===== config.mk =====
export PLATFORM = sky130hd
export DESIGN_NAME = hashed_block_cache_lru_lookup_unit_flat
export DESIGN_NICKNAME = d
export VERILOG_FILES = /design/src/design/hbc_pkg.sv /design/src/design/hbc_if.sv /design/src/design/hbc_mod_unit.sv /design/src/design/hbc_entry_store.sv /design/src/design/hashed_block_cache_lru_lookup_unit.sv /design/src/flat_wrapper.sv
export SDC_FILE = /design/constraint.sdc
export NUM_CORES = 2
export LEC_CHECK = 0
export BUFFER_PORTS_ARGS = -buffer_cell sky130_fd_sc_hd__buf_2
export CAP_MARGIN = 20
export CORE_MARGIN = 4
export CORE_UTILIZATION = 40
export DETAILED_ROUTE_END_ITERATION = 12
export GPL_ROUTABILITY_DRIVEN = 0
export PLACE_DENSITY = 0.58
export SETUP_SLACK_MARGIN = 0.05
export SLEW_MARGIN = 20
export SYNTH_ARGS = -nofsm -noshare
export SYNTH_HDL_FRONTEND = slang
export SYNTH_HIERARCHICAL = 1
export SYNTH_SLANG_ARGS = --single-unit

===== constraint.sdc =====
create_clock -name i_clk -period 11.35 [get_ports i_clk]
set_input_delay 0.5675 -clock i_clk [delete_from_list [all_inputs] [get_ports i_clk]]
set_output_delay 0.5675 -clock i_clk [all_outputs]
set_load 0.05 [all_outputs]

===== src/design/hbc_pkg.sv =====
// ----------------------------------------------------------------------------
// hbc_pkg : shared types and constants for the hashed block cache lookup
// Field widths, opcode and status codes, and the buffer entry layout.
// ----------------------------------------------------------------------------
package hbc_pkg;

    localparam int ENTRIES_DEF = 32;
    localparam int BUCKETS_DEF = 13;

    localparam int OP_W   = 2;
    localparam int DEV_W  = 8;
    localparam int BLK_W  = 32;
    localparam int IDX_W  = 5;
    localparam int TIME_W = 32;
    localparam int ST_W   = 2;
    localparam int REF_W  = 8;
    // Holds any bucket number for up to 64 buckets.
    localparam int BKT_W  = 6;

    localparam logic [REF_W-1:0] REFS_MAX = '1;

    typedef enum logic [OP_W-1:0] {
        OP_GET     = 2'd0,
        OP_RELEASE = 2'd1,
        OP_PIN     = 2'd2,
        OP_UNPIN   = 2'd3
    } t_opcode;

    typedef enum logic [ST_W-1:0] {
        ST_OK        = 2'd0,
        ST_NO_FREE   = 2'd1,
        ST_COUNT_ERR = 2'd2
    } t_status;

    typedef struct packed {
        logic              valid;
        logic [DEV_W-1:0]  device;
        logic [BLK_W-1:0]  block;
        logic [BKT_W-1:0]  bucket;
        logic [REF_W-1:0]  refs;
        logic [TIME_W-1:0] stamp;
    } t_entry;

    typedef struct packed {
        logic [ST_W-1:0]  status;
        logic [IDX_W-1:0] result_index;
        logic             was_hit;
        logic             needs_read;
    } t_rsp;

endpackage


===== src/design/hbc_if.sv =====
// ----------------------------------------------------------------------------
// hbc_if : request and response channels of the block cache lookup
// Valid/ready channels; a transfer happens when valid and ready are both high.
// ----------------------------------------------------------------------------
interface hbc_req_if;
    logic                        valid;
    logic                        ready;
    logic [hbc_pkg::OP_W-1:0]    opcode;
    logic [hbc_pkg::DEV_W-1:0]   device_id;
    logic [hbc_pkg::BLK_W-1:0]   block_number;
    logic [hbc_pkg::IDX_W-1:0]   entry_index;
    logic [hbc_pkg::TIME_W-1:0]  current_time;

    modport source (output valid, opcode, device_id, block_number, entry_index,
                    current_time, input ready);
    modport sink   (input valid, opcode, device_id, block_number, entry_index,
                    current_time, output ready);
endinterface

interface hbc_rsp_if;
    logic                        valid;
    logic                        ready;
    logic [hbc_pkg::ST_W-1:0]    status;
    logic [hbc_pkg::IDX_W-1:0]   result_index;
    logic                        was_hit;
    logic                        needs_read;

    modport source (output valid, status, result_index, was_hit, needs_read,
                    input ready);
    modport sink   (input valid, status, result_index, was_hit, needs_read,
                    output ready);
endinterface


===== src/design/hbc_mod_unit.sv =====
// ----------------------------------------------------------------------------
// hbc_mod_unit : remainder of a block number by the bucket count
// Byte fold by constant weights, then reciprocal multiply; done rises together
// with the registered remainder.
// ----------------------------------------------------------------------------
module hbc_mod_unit #(
    parameter int BUCKETS = hbc_pkg::BUCKETS_DEF
) (
    input  logic                      i_clk,
    input  logic                      i_rst_n,
    input  logic                      i_start,
    input  logic [hbc_pkg::BLK_W-1:0] i_value,
    output logic                      o_done,
    output logic [hbc_pkg::BKT_W-1:0] o_rem
);
    // Folded value: each byte weighted by 2^(8k) mod BUCKETS, sum below 2^16.
    localparam int SW = 16;
    // Reciprocal scale wide enough for an exact quotient of any SW-bit value.
    localparam int SH = SW + hbc_pkg::BKT_W;
    localparam int MW = SH + 1;
    localparam int PW = SW + MW;

    function automatic int byte_weight(input int k);
        int w;
        w = 1 % BUCKETS;
        for (int j = 0; j < 8 * k; j++) begin
            w = (w * 2) % BUCKETS;
        end
        return w;
    endfunction

    localparam logic [SW-1:0] W0 = SW'(byte_weight(0));
    localparam logic [SW-1:0] W1 = SW'(byte_weight(1));
    localparam logic [SW-1:0] W2 = SW'(byte_weight(2));
    localparam logic [SW-1:0] W3 = SW'(byte_weight(3));
    localparam logic [MW-1:0] RECIP =
        MW'(((longint'(1) << SH) + longint'(BUCKETS) - longint'(1)) / longint'(BUCKETS));

    logic [SW-1:0]             r_sum;
    logic [SW-1:0]             r_x;
    logic [SW-1:0]             r_quo;
    logic [hbc_pkg::BKT_W-1:0] r_rem;
    logic                      r_v1;
    logic                      r_v2;
    logic                      r_done;
    logic [SW-1:0]             fold;
    logic [PW-1:0]             prod;
    logic [SW-1:0]             rem_full;

    always_comb begin
        fold     = SW'(i_value[7:0]) * W0 + SW'(i_value[15:8]) * W1
                 + SW'(i_value[23:16]) * W2 + SW'(i_value[31:24]) * W3;
        prod     = PW'(r_sum) * PW'(RECIP);
        rem_full = r_x - r_quo * SW'(BUCKETS);
    end

    always_ff @(posedge i_clk) begin
        if (!i_rst_n) begin
            r_v1   <= 1'b0;
            r_v2   <= 1'b0;
            r_done <= 1'b0;
        end else begin
            r_v1   <= i_start;
            r_v2   <= r_v1;
            r_done <= r_v2;
            if (i_start) begin
                r_sum <= fold;
            end
            if (r_v1) begin
                r_x   <= r_sum;
                r_quo <= prod[SH +: SW];
            end
            if (r_v2) begin
                r_rem <= rem_full[hbc_pkg::BKT_W-1:0];
            end
        end
    end

    assign o_done = r_done;
    assign o_rem  = r_rem;

endmodule


===== src/design/hbc_entry_store.sv =====
// ----------------------------------------------------------------------------
// hbc_entry_store : buffer entry memory with per-entry written flags
// One write and one registered read per cycle; unwritten entries read zero.
// ----------------------------------------------------------------------------
module hbc_entry_store #(
    parameter int ENTRIES = hbc_pkg::ENTRIES_DEF,
    localparam int AW = (ENTRIES > 1) ? $clog2(ENTRIES) : 1
) (
    input  logic            i_clk,
    input  logic            i_rst_n,
    input  logic            i_rd_en,
    input  logic [AW-1:0]   i_rd_addr,
    output hbc_pkg::t_entry o_rd_data,
    input  logic            i_wr_en,
    input  logic [AW-1:0]   i_wr_addr,
    input  hbc_pkg::t_entry i_wr_data
);
    hbc_pkg::t_entry    r_mem [ENTRIES];
    hbc_pkg::t_entry    r_rd_q;
    logic [ENTRIES-1:0] r_written;
    logic               r_rd_written;

    always_ff @(posedge i_clk) begin
        if (i_wr_en) begin
            r_mem[i_wr_addr] <= i_wr_data;
        end
        if (i_rd_en) begin
            r_rd_q <= r_mem[i_rd_addr];
        end
    end

    always_ff @(posedge i_clk) begin
        if (!i_rst_n) begin
            r_written    <= '0;
            r_rd_written <= 1'b0;
        end else begin
            if (i_wr_en) begin
                r_written[i_wr_addr] <= 1'b1;
            end
            if (i_rd_en) begin
                r_rd_written <= r_written[i_rd_addr];
            end
        end
    end

    // An entry never written reads as all zero.
    assign o_rd_data = r_rd_written ? r_rd_q : '0;

endmodule


===== src/design/hashed_block_cache_lru_lookup_unit.sv =====
// ----------------------------------------------------------------------------
// hashed_block_cache_lru_lookup_unit : disk block buffer cache lookup
// Hashed buckets with timestamp LRU recycling of free buffer entries.
// ----------------------------------------------------------------------------
//
//  Channel   Dir  Handshake            Payload
//  -------   ---  ---------            -------
//  i_req     in   i_req.valid/ready    opcode, device_id, block_number,
//                                      entry_index, current_time
//  o_rsp     out  o_rsp.valid/ready    status, result_index, was_hit, needs_read
//
//  A get first waits for the bucket remainder, then one memory read port
//  scans every entry, one per cycle, feeding a single match/LRU compare.
//  Release, pin and unpin do one read, one write back, one load.
//  An out-of-range entry index skips the write back and changes nothing.
//  One request is in flight at a time; i_req.ready is high only when idle.
//  A finished result waits in the output register while the next request
//  is taken; a stalled o_rsp holds the sequencer until the register frees.
//  Reset (i_rst_n low, synchronous) clears all entries at once.
// ----------------------------------------------------------------------------
module hashed_block_cache_lru_lookup_unit #(
    parameter int ENTRIES = hbc_pkg::ENTRIES_DEF,
    parameter int BUCKETS = hbc_pkg::BUCKETS_DEF
) (
    input  logic       i_clk,
    input  logic       i_rst_n,
    hbc_req_if.sink    i_req,
    hbc_rsp_if.source  o_rsp
);
    localparam int AW = (ENTRIES > 1) ? $clog2(ENTRIES) : 1;
    localparam int CW = AW + 1;
    localparam int DW = hbc_pkg::BKT_W + 1;

    typedef enum logic [2:0] {
        S_IDLE,
        S_MOD,
        S_SCAN,
        S_GET_WB,
        S_OP_WB,
        S_DONE
    } t_state;

    t_state r_state;

    // Captured request
    hbc_pkg::t_opcode             r_op;
    logic [hbc_pkg::DEV_W-1:0]    r_dev;
    logic [hbc_pkg::BLK_W-1:0]    r_blk;
    logic [hbc_pkg::IDX_W-1:0]    r_idx;
    logic [hbc_pkg::TIME_W-1:0]   r_now;

    // Scan pipeline and search results
    logic [CW-1:0]                r_rd_cnt;
    logic                         r_cmp_vld;
    logic [AW-1:0]                r_cmp_idx;
    logic                         r_hit;
    logic [AW-1:0]                r_hit_idx;
    hbc_pkg::t_entry              r_hit_ent;
    logic                         r_found;
    logic [AW-1:0]                r_best_idx;
    logic [hbc_pkg::BKT_W-1:0]    r_best_dist;
    logic [hbc_pkg::TIME_W-1:0]   r_best_stamp;

    // Result and output register
    hbc_pkg::t_rsp                r_res;
    hbc_pkg::t_rsp                n_res;
    hbc_pkg::t_rsp                r_out;
    logic                         r_out_valid;

    logic                         req_xfer;
    logic                         rsp_xfer;
    logic                         idx_in_range;
    logic                         scan_issue;
    logic                         mod_start;
    logic                         mod_done;
    logic [hbc_pkg::BKT_W-1:0]    home;

    logic                         rd_en;
    logic [AW-1:0]                rd_addr;
    hbc_pkg::t_entry              rd_data;
    logic                         wr_en;
    logic [AW-1:0]                wr_addr;
    hbc_pkg::t_entry              wr_data;

    logic [DW-1:0]                dist_sum;
    logic [DW-1:0]                dist_red;
    logic [hbc_pkg::BKT_W-1:0]    bkt_dist;
    logic                         is_match;
    logic                         is_free;
    logic                         is_better;

    assign req_xfer     = i_req.valid && i_req.ready;
    assign rsp_xfer     = o_rsp.valid && o_rsp.ready;
    assign idx_in_range = 32'(i_req.entry_index) < 32'(ENTRIES);
    assign scan_issue   = (r_state == S_SCAN) && (r_rd_cnt < CW'(ENTRIES));
    assign mod_start    = req_xfer && (i_req.opcode == hbc_pkg::OP_GET);

    // Read port: the target entry at request transfer, else the scan pointer.
    assign rd_en   = (req_xfer && (i_req.opcode != hbc_pkg::OP_GET) && idx_in_range)
                     || scan_issue;
    assign rd_addr = (r_state == S_IDLE) ? AW'(i_req.entry_index) : r_rd_cnt[AW-1:0];

    hbc_mod_unit #(
        .BUCKETS (BUCKETS)
    ) u_mod (
        .i_clk   (i_clk),
        .i_rst_n (i_rst_n),
        .i_start (mod_start),
        .i_value (i_req.block_number),
        .o_done  (mod_done),
        .o_rem   (home)
    );

    hbc_entry_store #(
        .ENTRIES (ENTRIES)
    ) u_store (
        .i_clk     (i_clk),
        .i_rst_n   (i_rst_n),
        .i_rd_en   (rd_en),
        .i_rd_addr (rd_addr),
        .o_rd_data (rd_data),
        .i_wr_en   (wr_en),
        .i_wr_addr (wr_addr),
        .i_wr_data (wr_data)
    );

    // Shared compare unit: tag match, and bucket distance plus stamp age for
    // picking the free entry to recycle. Both bucket numbers are below BUCKETS,
    // so one conditional subtract wraps the distance.
    always_comb begin
        dist_sum  = DW'(rd_data.bucket) + DW'(BUCKETS) - DW'(home);
        dist_red  = (dist_sum >= DW'(BUCKETS)) ? dist_sum - DW'(BUCKETS) : dist_sum;
        bkt_dist  = dist_red[hbc_pkg::BKT_W-1:0];
        is_match  = (rd_data.device == r_dev) && (rd_data.block == r_blk);
        is_free   = (rd_data.refs == '0);
        is_better = !r_found || (bkt_dist < r_best_dist)
                    || ((bkt_dist == r_best_dist) && (rd_data.stamp < r_best_stamp));
    end

    // Write back and result formation.
    always_comb begin
        wr_en   = 1'b0;
        wr_addr = r_hit_idx;
        wr_data = r_hit_ent;
        n_res   = '0;
        case (r_state)
            S_GET_WB: begin
                if (r_hit) begin
                    n_res.result_index = hbc_pkg::IDX_W'(r_hit_idx);
                    n_res.was_hit      = 1'b1;
                    if (r_hit_ent.refs == hbc_pkg::REFS_MAX) begin
                        n_res.status = hbc_pkg::ST_COUNT_ERR;
                    end else begin
                        wr_en            = 1'b1;
                        wr_data.refs     = r_hit_ent.refs + hbc_pkg::REF_W'(1);
                        wr_data.stamp    = r_now;
                        wr_data.valid    = 1'b1;
                        n_res.needs_read = !r_hit_ent.valid;
                    end
                end else if (r_found) begin
                    wr_en              = 1'b1;
                    wr_addr            = r_best_idx;
                    wr_data.valid      = 1'b1;
                    wr_data.device     = r_dev;
                    wr_data.block      = r_blk;
                    wr_data.bucket     = home;
                    wr_data.refs       = hbc_pkg::REF_W'(1);
                    wr_data.stamp      = r_now;
                    n_res.result_index = hbc_pkg::IDX_W'(r_best_idx);
                    n_res.needs_read   = 1'b1;
                end else begin
                    n_res.status = hbc_pkg::ST_NO_FREE;
                end
            end
            S_OP_WB: begin
                wr_addr            = AW'(r_idx);
                wr_data            = rd_data;
                n_res.result_index = r_idx;
                case (r_op)
                    hbc_pkg::OP_PIN: begin
                        if (rd_data.refs == hbc_pkg::REFS_MAX) begin
                            n_res.status = hbc_pkg::ST_COUNT_ERR;
                        end else begin
                            wr_en        = 1'b1;
                            wr_data.refs = rd_data.refs + hbc_pkg::REF_W'(1);
                        end
                    end
                    hbc_pkg::OP_RELEASE, hbc_pkg::OP_UNPIN: begin
                        if (rd_data.refs == '0) begin
                            n_res.status = hbc_pkg::ST_COUNT_ERR;
                        end else begin
                            wr_en        = 1'b1;
                            wr_data.refs = rd_data.refs - hbc_pkg::REF_W'(1);
                            // Release also marks the entry as just used.
                            if (r_op == hbc_pkg::OP_RELEASE) begin
                                wr_data.stamp = r_now;
                            end
                        end
                    end
                    default: begin
                        n_res = '0;
                    end
                endcase
            end
            default: begin
                wr_en = 1'b0;
            end
        endcase
    end

    always_ff @(posedge i_clk) begin
        if (!i_rst_n) begin
            r_state     <= S_IDLE;
            r_out_valid <= 1'b0;
            r_cmp_vld   <= 1'b0;
        end else begin
            // Load the output register when it is free; otherwise drop it
            // once the consumer takes the transfer.
            if ((r_state == S_DONE) && (!r_out_valid || o_rsp.ready)) begin
                r_out_valid <= 1'b1;
            end else if (rsp_xfer) begin
                r_out_valid <= 1'b0;
            end

            // Advance the scan pipeline: read data lands in the cycle after issue.
            r_cmp_vld <= scan_issue;
            r_cmp_idx <= r_rd_cnt[AW-1:0];
            if (scan_issue) begin
                r_rd_cnt <= r_rd_cnt + CW'(1);
            end
            if (r_cmp_vld) begin
                // Keep the lowest-index match.
                if (is_match && !r_hit) begin
                    r_hit     <= 1'b1;
                    r_hit_idx <= r_cmp_idx;
                    r_hit_ent <= rd_data;
                end
                // Keep the nearest bucket, then oldest stamp; ties keep the lower index.
                if (is_free && is_better) begin
                    r_found      <= 1'b1;
                    r_best_idx   <= r_cmp_idx;
                    r_best_dist  <= bkt_dist;
                    r_best_stamp <= rd_data.stamp;
                end
            end

            case (r_state)
                S_IDLE: begin
                    if (req_xfer) begin
                        r_op  <= hbc_pkg::t_opcode'(i_req.opcode);
                        r_dev <= i_req.device_id;
                        r_blk <= i_req.block_number;
                        r_idx <= i_req.entry_index;
                        r_now <= i_req.current_time;
                        if (i_req.opcode == hbc_pkg::OP_GET) begin
                            r_state <= S_MOD;
                        end else if (idx_in_range) begin
                            r_state <= S_OP_WB;
                        end else begin
                            // Out-of-range target: echo the index, change nothing.
                            r_res <= '{status:       hbc_pkg::ST_OK,
                                       result_index: i_req.entry_index,
                                       was_hit:      1'b0,
                                       needs_read:   1'b0};
                            r_state <= S_DONE;
                        end
                    end
                end
                S_MOD: begin
                    if (mod_done) begin
                        r_rd_cnt <= '0;
                        r_hit    <= 1'b0;
                        r_found  <= 1'b0;
                        r_state  <= S_SCAN;
                    end
                end
                S_SCAN: begin
                    if (!scan_issue && !r_cmp_vld) begin
                        r_state <= S_GET_WB;
                    end
                end
                S_GET_WB, S_OP_WB: begin
                    r_res   <= n_res;
                    r_state <= S_DONE;
                end
                S_DONE: begin
                    // Hold until the output register is free.
                    if (!r_out_valid || o_rsp.ready) begin
                        r_out   <= r_res;
                        r_state <= S_IDLE;
                    end
                end
                default: begin
                    r_state <= S_IDLE;
                end
            endcase
        end
    end

    assign i_req.ready        = (r_state == S_IDLE);
    assign o_rsp.valid        = r_out_valid;
    assign o_rsp.status       = r_out.status;
    assign o_rsp.result_index = r_out.result_index;
    assign o_rsp.was_hit      = r_out.was_hit;
    assign o_rsp.needs_read   = r_out.needs_read;

endmodule


===== src/flat_wrapper.sv =====
// flat-port wrapper written by rule: the top's interface ports become plain ports
module hashed_block_cache_lru_lookup_unit_flat 
#(
    parameter int ENTRIES = hbc_pkg::ENTRIES_DEF,
    parameter int BUCKETS = hbc_pkg::BUCKETS_DEF
)
  (i_clk, i_rst_n, i_req_valid, i_req_opcode, i_req_device_id, i_req_block_number, i_req_entry_index, i_req_current_time, i_req_ready, o_rsp_valid, o_rsp_status, o_rsp_result_index, o_rsp_was_hit, o_rsp_needs_read, o_rsp_ready);
  hbc_req_if i_req_i ();
  hbc_rsp_if o_rsp_i ();
  input  logic i_clk;
  input  logic i_rst_n;
  input wire logic [$bits(i_req_i.valid)-1:0] i_req_valid;
  input wire logic [$bits(i_req_i.opcode)-1:0] i_req_opcode;
  input wire logic [$bits(i_req_i.device_id)-1:0] i_req_device_id;
  input wire logic [$bits(i_req_i.block_number)-1:0] i_req_block_number;
  input wire logic [$bits(i_req_i.entry_index)-1:0] i_req_entry_index;
  input wire logic [$bits(i_req_i.current_time)-1:0] i_req_current_time;
  output wire logic [$bits(i_req_i.ready)-1:0] i_req_ready;
  output wire logic [$bits(o_rsp_i.valid)-1:0] o_rsp_valid;
  output wire logic [$bits(o_rsp_i.status)-1:0] o_rsp_status;
  output wire logic [$bits(o_rsp_i.result_index)-1:0] o_rsp_result_index;
  output wire logic [$bits(o_rsp_i.was_hit)-1:0] o_rsp_was_hit;
  output wire logic [$bits(o_rsp_i.needs_read)-1:0] o_rsp_needs_read;
  input wire logic [$bits(o_rsp_i.ready)-1:0] o_rsp_ready;
  assign i_req_i.valid = i_req_valid;
  assign i_req_i.opcode = i_req_opcode;
  assign i_req_i.device_id = i_req_device_id;
  assign i_req_i.block_number = i_req_block_number;
  assign i_req_i.entry_index = i_req_entry_index;
  assign i_req_i.current_time = i_req_current_time;
  assign i_req_ready = i_req_i.ready;
  assign o_rsp_valid = o_rsp_i.valid;
  assign o_rsp_status = o_rsp_i.status;
  assign o_rsp_result_index = o_rsp_i.result_index;
  assign o_rsp_was_hit = o_rsp_i.was_hit;
  assign o_rsp_needs_read = o_rsp_i.needs_read;
  assign o_rsp_i.ready = o_rsp_ready;
  hashed_block_cache_lru_lookup_unit #(.ENTRIES(ENTRIES), .BUCKETS(BUCKETS)) u_core (.i_clk(i_clk), .i_rst_n(i_rst_n), .i_req(i_req_i), .o_rsp(o_rsp_i));
endmodule

## Word level (Yosys, flattened, before mapping)

Memories as Yosys holds them, arrays and structs flattened. A register that Yosys moved wholly into a read port is not among the register bits.
Cells that the tools add are included.

- Memory bits (writable): 2784
- Input bits: 83
- Register bits: 326
- Memories kept: 1
- Output and inout bits: 11

- Reductions and logical operators: 39
- Bitwise gates (word level): 1
- Multiply operators: 4
- Equal/unequal tests: 17
- Order comparisons: 7
- Muxes and demuxes: 62
- $add $sub $neg: 11

Memory list:

| name | depth | bits a word | rd ports | clocked after Yosys merged registers in | write ports | RTL line | RTL |
|---|---|---|---|---|---|---|---|
| u_core.u_store.r_mem | 32 | 87 | 1 | 1 | 1 | hbc_entry_store.sv:18 | `hbc_pkg::t_entry r_mem [ENTRIES];` |

Operator list:

| kind | number |
|---|---|
| 87-bit two-way mux | 2 |
| 87-bit case mux with 2 select lines | 1 |
| 40-bit two-way mux | 3 |
| 32-bit two-way mux | 2 |
| 46-bit two-way mux | 1 |
| 15-bit by 19-bit multiplier with 34-bit output (second input constant) | 1 |
| 32-bit == test | 1 |
| 32-bit < comparator | 1 |
| 32-bit bitwise OR | 1 |
| 1-bit two-way mux | 25 |
| 6-bit two-way mux | 4 |
| 5-bit two-way mux | 4 |
| 9-bit case mux with 2 select lines | 1 |
| 8-bit by 1-bit adder with 8-bit output (second input constant) | 2 |
| 8-bit == test (second input constant) | 2 |
| 8-bit case mux with 2 select lines | 1 |
| 14-bit by 8-bit adder with 15-bit output | 1 |
| 3-bit two-way mux | 5 |
| 3-bit case mux with 5 select lines | 1 |
| 13-bit by 10-bit adder with 14-bit output | 1 |
| 7-bit two-way mux | 2 |
| 8-bit by 12-bit adder with 13-bit output | 1 |
| 13-bit by 4-bit multiplier with 6-bit output (second input constant) | 1 |
| 1-bit logical AND | 12 |
| 39 further kinds | 65 |

## Logic depth before layout (Yosys ltp)

- Word-level depth: 13
- Depth in mapped cells: 19
- Mapped depth without buffers: 19

## Hierarchy

Netlist, hierarchy kept.

By module, submodules not included:

| module | area an instance (µm²) | sequential area each (µm²) | times used | cells an instance |
|---|---|---|---|---|
| hbc_entry_store | 109872.9 | 86873.3 | 1 | 4377 |
| hashed_block_cache_lru_lookup_unit | 11955.2 | 7457.2 | 1 | 979 |
| hbc_mod_unit | 6412.4 | 991.0 | 1 | 584 |

## Worst setup path after synthesis

Ideal clock, no wire load.

- Path type: register to register
- From: reg u_core.u_store.r_rd_written
- To: reg u_core/r_hit_ent[0] (netlist name) (enable)
- Setup time: 0.655 ns
- Arrival: 7.939 ns
- Buffers on the path: 2
- Cell stages (with the launch flop): 9
- Setup slack: 2.755 ns
- Cell sequence: dfxtp_1 -> clkbuf_1 -> clkbuf_1 -> and2_1 -> xnor2_1 -> nand4_1 -> nor4_1 -> nand4_1 -> nor3_1

RTL lines:

| item | RTL line | RTL |
|---|---|---|
| start: declaration | hbc_entry_store.sv:21 | `logic r_rd_written;` |
| start signal: assignment | hbc_entry_store.sv:41 | `r_rd_written <= r_written[i_rd_addr];` |
| end signal: assignment | hashed_block_cache_lru_lookup_unit.sv:236 | `r_hit_ent <= rd_data;` |
| end: declaration | hashed_block_cache_lru_lookup_unit.sv:58 | `hbc_pkg::t_entry r_hit_ent;` |

==> flow_summary_export.csv <==
group,metric,value,unit
detailed_routing,route.detailed.drc,0,
run_status,run_status,"finished clean",
power,max-vdd-ir-drop,0.000209,V
setup_path,worst-endpoint-required,11.82,ns
floorplan,dieArea,330000,um2
global_routing,grt_antenna_before_repair,9,
timing,whs,0.0926,ns
place,port_buffers,93,
setup_path,critPathKind,"flip-flop to flip-flop",
cts,cts_tree,"yes",
setup_path,critical_path.endpoint_type,"flip-flop",
synthesis,synthesis.instances,5940,
timing,clock-skew-final,0.0619,ns
finish,drive_above_1_share,25.7,%
place,detailed_place_hpwl,181000,um
timing,timing_max_transition_violations_final,0,
timing,final.period_utilization,53.0,%
finish,num-fill-cells,26400,
power,cellPowerDensity,191,nW/um2
global_routing,number_of_global_route_vias_before_repair,63500,
timing,finalHoldViolations,0,
finish,final_common_cell,"sky130_fd_sc_hd__edfxtp_1",
finish,final_cell_mix,"3147 x sky130_fd_sc_hd__edfxtp_1, 823 x sky130_fd_sc_hd__mux4_2, 332 x sky130_fd_sc_hd__clkbuf_16",
synthesis,synth-edff-count,3147,
job,timing.max_cap.violations,0,
global_routing,first_pass_grt_wire_length,489000,um
detailed_routing,detailedRoute.firstIterationViolations,7339,
synthesis,mappedNetlistArea,128000,um2
cts,clkSlewWorstSetupHoldPaths,0.06,ns
detailed_routing,drt.antenna.violating_nets,0,
timing,clock.fmax,0.166,GHz
power,power_switching_share,24.6,%
detailed_routing,avgRoutedWirePerCell,32.3,um
synthesis,fraction_of_the_yosys_area_taken_by_sequential_cells,74.3,%
place,preCtsSetupSlack,5.24,ns
setup_path,arrival,6.49,ns
setup_path,reg2reg_slack,5.33,ns
setup_path,r2r-end,"u_core/u_store/r_mem[17][58]$_DFFE_PP_",
synthesis,async_flop_share,0,%
finish,final-seq-area,95300,um2
cts,worstSkewPairLatency,0.87,ns
synthesis,synth_cell_types,77,
detailed_routing,drt-vias-per-instance,5.88,
cts,clk_root_buffer_cell,"sky130_fd_sc_hd__clkbuf_16",
power,total_design_power,27.8,mW
place,placed_cell_area,135000,um2
synthesis,synthesis.yosys.warnings,6,
setup_path,reg2regPathDepth,11,
floorplan,core,319000,um2
floorplan,row_count,207,
timing,tightest_slew,1.21,ns
timing,final.min_clock_period,6.02,ns
floorplan,initial_core_util,40.3,%
cts,cts-buffers-inserted,326,
cts,h_tree_depth,5,
synthesis,synth_seq_cells,3188,
detailed_routing,dr_total_vias,63100,
setup_path,startpoint,"u_core/u_store/r_rd_written$_SDFFE_PN0P_",
timing,final.setup.worst_slack,5.33,ns
finish,post_route_design_area,146000,um2
cts,max-clock-path-buffers,4,
finish,multiInputGateArea,31200,um2
hold_path,hold_path_depth,3,
setup_path,critPathLaunchType,"flip-flop",
place,placed_cells,10100,
global_routing,grtUsageTotal,20.7,%
finish,final-instance-count-excl-fill,10700,
detailed_routing,firstDrtPassIters,8,
power,share_seq_of_total_power,47.5,%
synthesis,post_synth.cell_area_avg,21.6,um2
power,internal_power,20.9,mW
floorplan,die_h,574,um
timing,max-slew-margin-rel,19.4,%
power,p_comb_share,15.1,%
synthesis,postSynthNetCount,6326,
setup_path,setup.worst_path.end,"u_core/u_store/r_mem[17][58]$_DFFE_PP_",
finish,syn_to_final_growth,13.5,%
cts,postCtsSetupBuffers,0,
timing,grt_setup_unrepaired,"no",
synthesis,ys_dominant_reg_cell,"sky130_fd_sc_hd__edfxtp_1",
setup_path,cp_max_fo,45,
global_routing,gr-total-overflow,0,
floorplan,die_width,574,um
timing,setup-tns-final,0,ns
floorplan,io_pins,94,
power,net-switching-power,6.84,mW
cts,clock_sinks,3188,
power,p_leak,47.6,nW
hold_path,worstHoldPathType,"primary input to flip-flop",
power,clock_network_fraction_of_total_power,37.4,%
detailed_routing,total_detailed_routing_wirelength,347000,um
timing,setup_viol_count_final,0,
setup_path,r2r_start,"u_core/u_store/r_rd_written$_SDFFE_PN0P_",
global_routing,grt_start_max_net_pins,124,
finish,fin_nets,6700,
finish,post-route-util,45.7,%
-- registers in the layout (all words and copies together) (netlist names), 2 cells and up --
name                       flops
u_core/u_store/r_mem        2784
u_core/r_hit_ent              87
u_core/u_store/r_rd_q         87
u_core/r_best_stamp           32
u_core/r_blk                  32
u_core/r_now                  32
u_core/u_store/r_written      32
u_core/u_mod/r_sum            13
u_core/r_res                   9
u_core/r_dev                   8
u_core/r_best_dist             6
u_core/r_rd_cnt                6
u_core/u_mod/o_rem             6
u_core/u_mod/r_quo             6
u_core/u_mod/r_x               6
u_core/o_rsp.result_index      5
u_core/r_best_idx              5
u_core/r_cmp_idx               5
u_core/r_hit_idx               5
u_core/r_idx                   5
u_core/r_state                 3
u_core/o_rsp.status            2
u_core/r_op                    2
-- critical path, stage by stage (launching register included) --
cell	delay [ns]
sky130_fd_sc_hd__dfxtp_4	0.47
sky130_fd_sc_hd__buf_4	0.59
sky130_fd_sc_hd__and2_1	0.46
sky130_fd_sc_hd__nor3b_2	0.13
sky130_fd_sc_hd__nand3b_1	0.42
sky130_fd_sc_hd__nand2_1	0.32
sky130_fd_sc_hd__o21ai_0	0.30
sky130_fd_sc_hd__nand2_1	0.10
sky130_fd_sc_hd__nand2_1	0.18
sky130_fd_sc_hd__nand3b_1	0.64
sky130_fd_sc_hd__nor2_4	1.01
sky130_fd_sc_hd__buf_4	0.89
-- final cells by class --
class                   instances  area share, %
inverters                     262          0.676
well taps                    4180           3.59
clock inverters               168           1.04
diodes                          3        0.00516
repair buffers                314           1.80
clock buffers                 409           5.95
multi-input cells            2222           21.4
flip-flops and latches       3188           65.5
-- routing by layer --
metal / share of wire (%) / global-route usage, % / routed length, um
met5: 0.0037 / 0 / 13
met4: 2.3 / 4.80 / 8100
met3: 7.3 / 3.00 / 25300
met2: 47 / 32.5 / 164000
met1: 43 / 30.6 / 150000
-- kinds of logic (layout without fill, tap and decap cells) --
family                     after synthesis  count (layout)  synth area share (%)
adders and majority gates              303             303                  3.55
DFF                                   3188            3188                  74.3
other                                    0               3                     0
xor gates and xnor gates                79              79                 0.540
buffers and inverters                  530            1153                  1.70
AOI/OAI and AO/OA                      347             347                  1.99
and+or+nand+nor                        492             492                  1.95
muxes                                 1001            1001                  15.9
-- power by group through the flow --
stage          Clock, mW  Combinational [mW]  Sequential, mW
3_5_place_dp           0                4.19            13.4
5_1_grt             11.1                4.62            13.2
2_1_floorplan          0                2.98            13.4
3_3_place_gp           0                4.15            13.4
6_report            10.4                4.19            13.2
4_1_cts             10.6                4.24            13.2
-- synthesized netlist by cell type (3+ instances only) --
cell type / n / share of area [%]
sky130_fd_sc_hd__edfxtp_1: 3147 / 74
sky130_fd_sc_hd__mux4_2: 823 / 14
sky130_fd_sc_hd__inv_1: 261 / 0.76
sky130_fd_sc_hd__ha_1: 201 / 2.0
sky130_fd_sc_hd__nand2_1: 156 / 0.46
sky130_fd_sc_hd__clkbuf_1: 135 / 0.40
sky130_fd_sc_hd__mux2_2: 106 / 0.93
sky130_fd_sc_hd__fa_1: 102 / 1.6
sky130_fd_sc_hd__and2_1: 99 / 0.48
sky130_fd_sc_hd__nor2_1: 90 / 0.26
sky130_fd_sc_hd__buf_2: 88 / 0.34
sky130_fd_sc_hd__mux2i_1: 72 / 0.56
sky130_fd_sc_hd__xnor2_1: 61 / 0.42
sky130_fd_sc_hd__a21oi_1: 47 / 0.18
sky130_fd_sc_hd__a22oi_1: 46 / 0.27
sky130_fd_sc_hd__o21ai_0: 42 / 0.16
sky130_fd_sc_hd__dfxtp_1: 41 / 0.64
sky130_fd_sc_hd__o21a_1: 37 / 0.22
sky130_fd_sc_hd__o22ai_1: 36 / 0.18
sky130_fd_sc_hd__buf_1: 33 / 0.097
sky130_fd_sc_hd__a222oi_1: 32 / 0.25
sky130_fd_sc_hd__a221o_1: 28 / 0.22
sky130_fd_sc_hd__nand3_1: 27 / 0.11
sky130_fd_sc_hd__a21o_1: 23 / 0.13
sky130_fd_sc_hd__nand4_1: 22 / 0.11
sky130_fd_sc_hd__nor3_1: 20 / 0.078
sky130_fd_sc_hd__xor2_1: 18 / 0.12
sky130_fd_sc_hd__nor2b_1: 14 / 0.068
sky130_fd_sc_hd__nand2b_1: 11 / 0.054
sky130_fd_sc_hd__nor4_1: 10 / 0.049
sky130_fd_sc_hd__a31oi_1: 9 / 0.044
sky130_fd_sc_hd__buf_6: 9 / 0.079
sky130_fd_sc_hd__nand3b_1: 9 / 0.053
sky130_fd_sc_hd__a211o_1: 6 / 0.041
sky130_fd_sc_hd__or3_1: 6 / 0.029
sky130_fd_sc_hd__a211oi_1: 5 / 0.029
sky130_fd_sc_hd__and3_1: 5 / 0.024
sky130_fd_sc_hd__nor3b_1: 4 / 0.023
sky130_fd_sc_hd__o211ai_1: 4 / 0.023
sky130_fd_sc_hd__a311o_1: 3 / 0.023
sky130_fd_sc_hd__buf_4: 3 / 0.018
sky130_fd_sc_hd__o21bai_1: 3 / 0.018
sky130_fd_sc_hd__o31ai_1: 3 / 0.018
sky130_fd_sc_hd__or3b_2: 3 / 0.020
-- worst min-delay path by stage --
stage,from,endpoint,slack [ns]
4_1_cts,o_rsp_ready,u_core/o_rsp.valid$_SDFFE_PN0P_,0.004
3_3_place_gp,u_core/r_res[1]$_SDFFCE_PP0P_,u_core/o_rsp.was_hit$_DFFE_PP_,0.40
3_5_place_dp,u_core/r_res[0]$_SDFFCE_PP0P_,u_core/o_rsp.needs_read$_DFFE_PP_,0.40
5_1_grt,o_rsp_ready,u_core/o_rsp.valid$_SDFFE_PN0P_,0.1
6_report,o_rsp_ready,u_core/o_rsp.valid$_SDFFE_PN0P_,0.09
2_1_floorplan,u_core/r_res[0]$_SDFFCE_PP0P_,u_core/o_rsp.needs_read$_DFFE_PP_,0.40
-- timing repair --
item,4_1_cts,5_1_grt
hold buffers,78,0
gates resized for setup,0,0
setup endpoints to repair,0,0
endpoints found under the hold margin,78,0
Power figures use the tool's default switching activity.
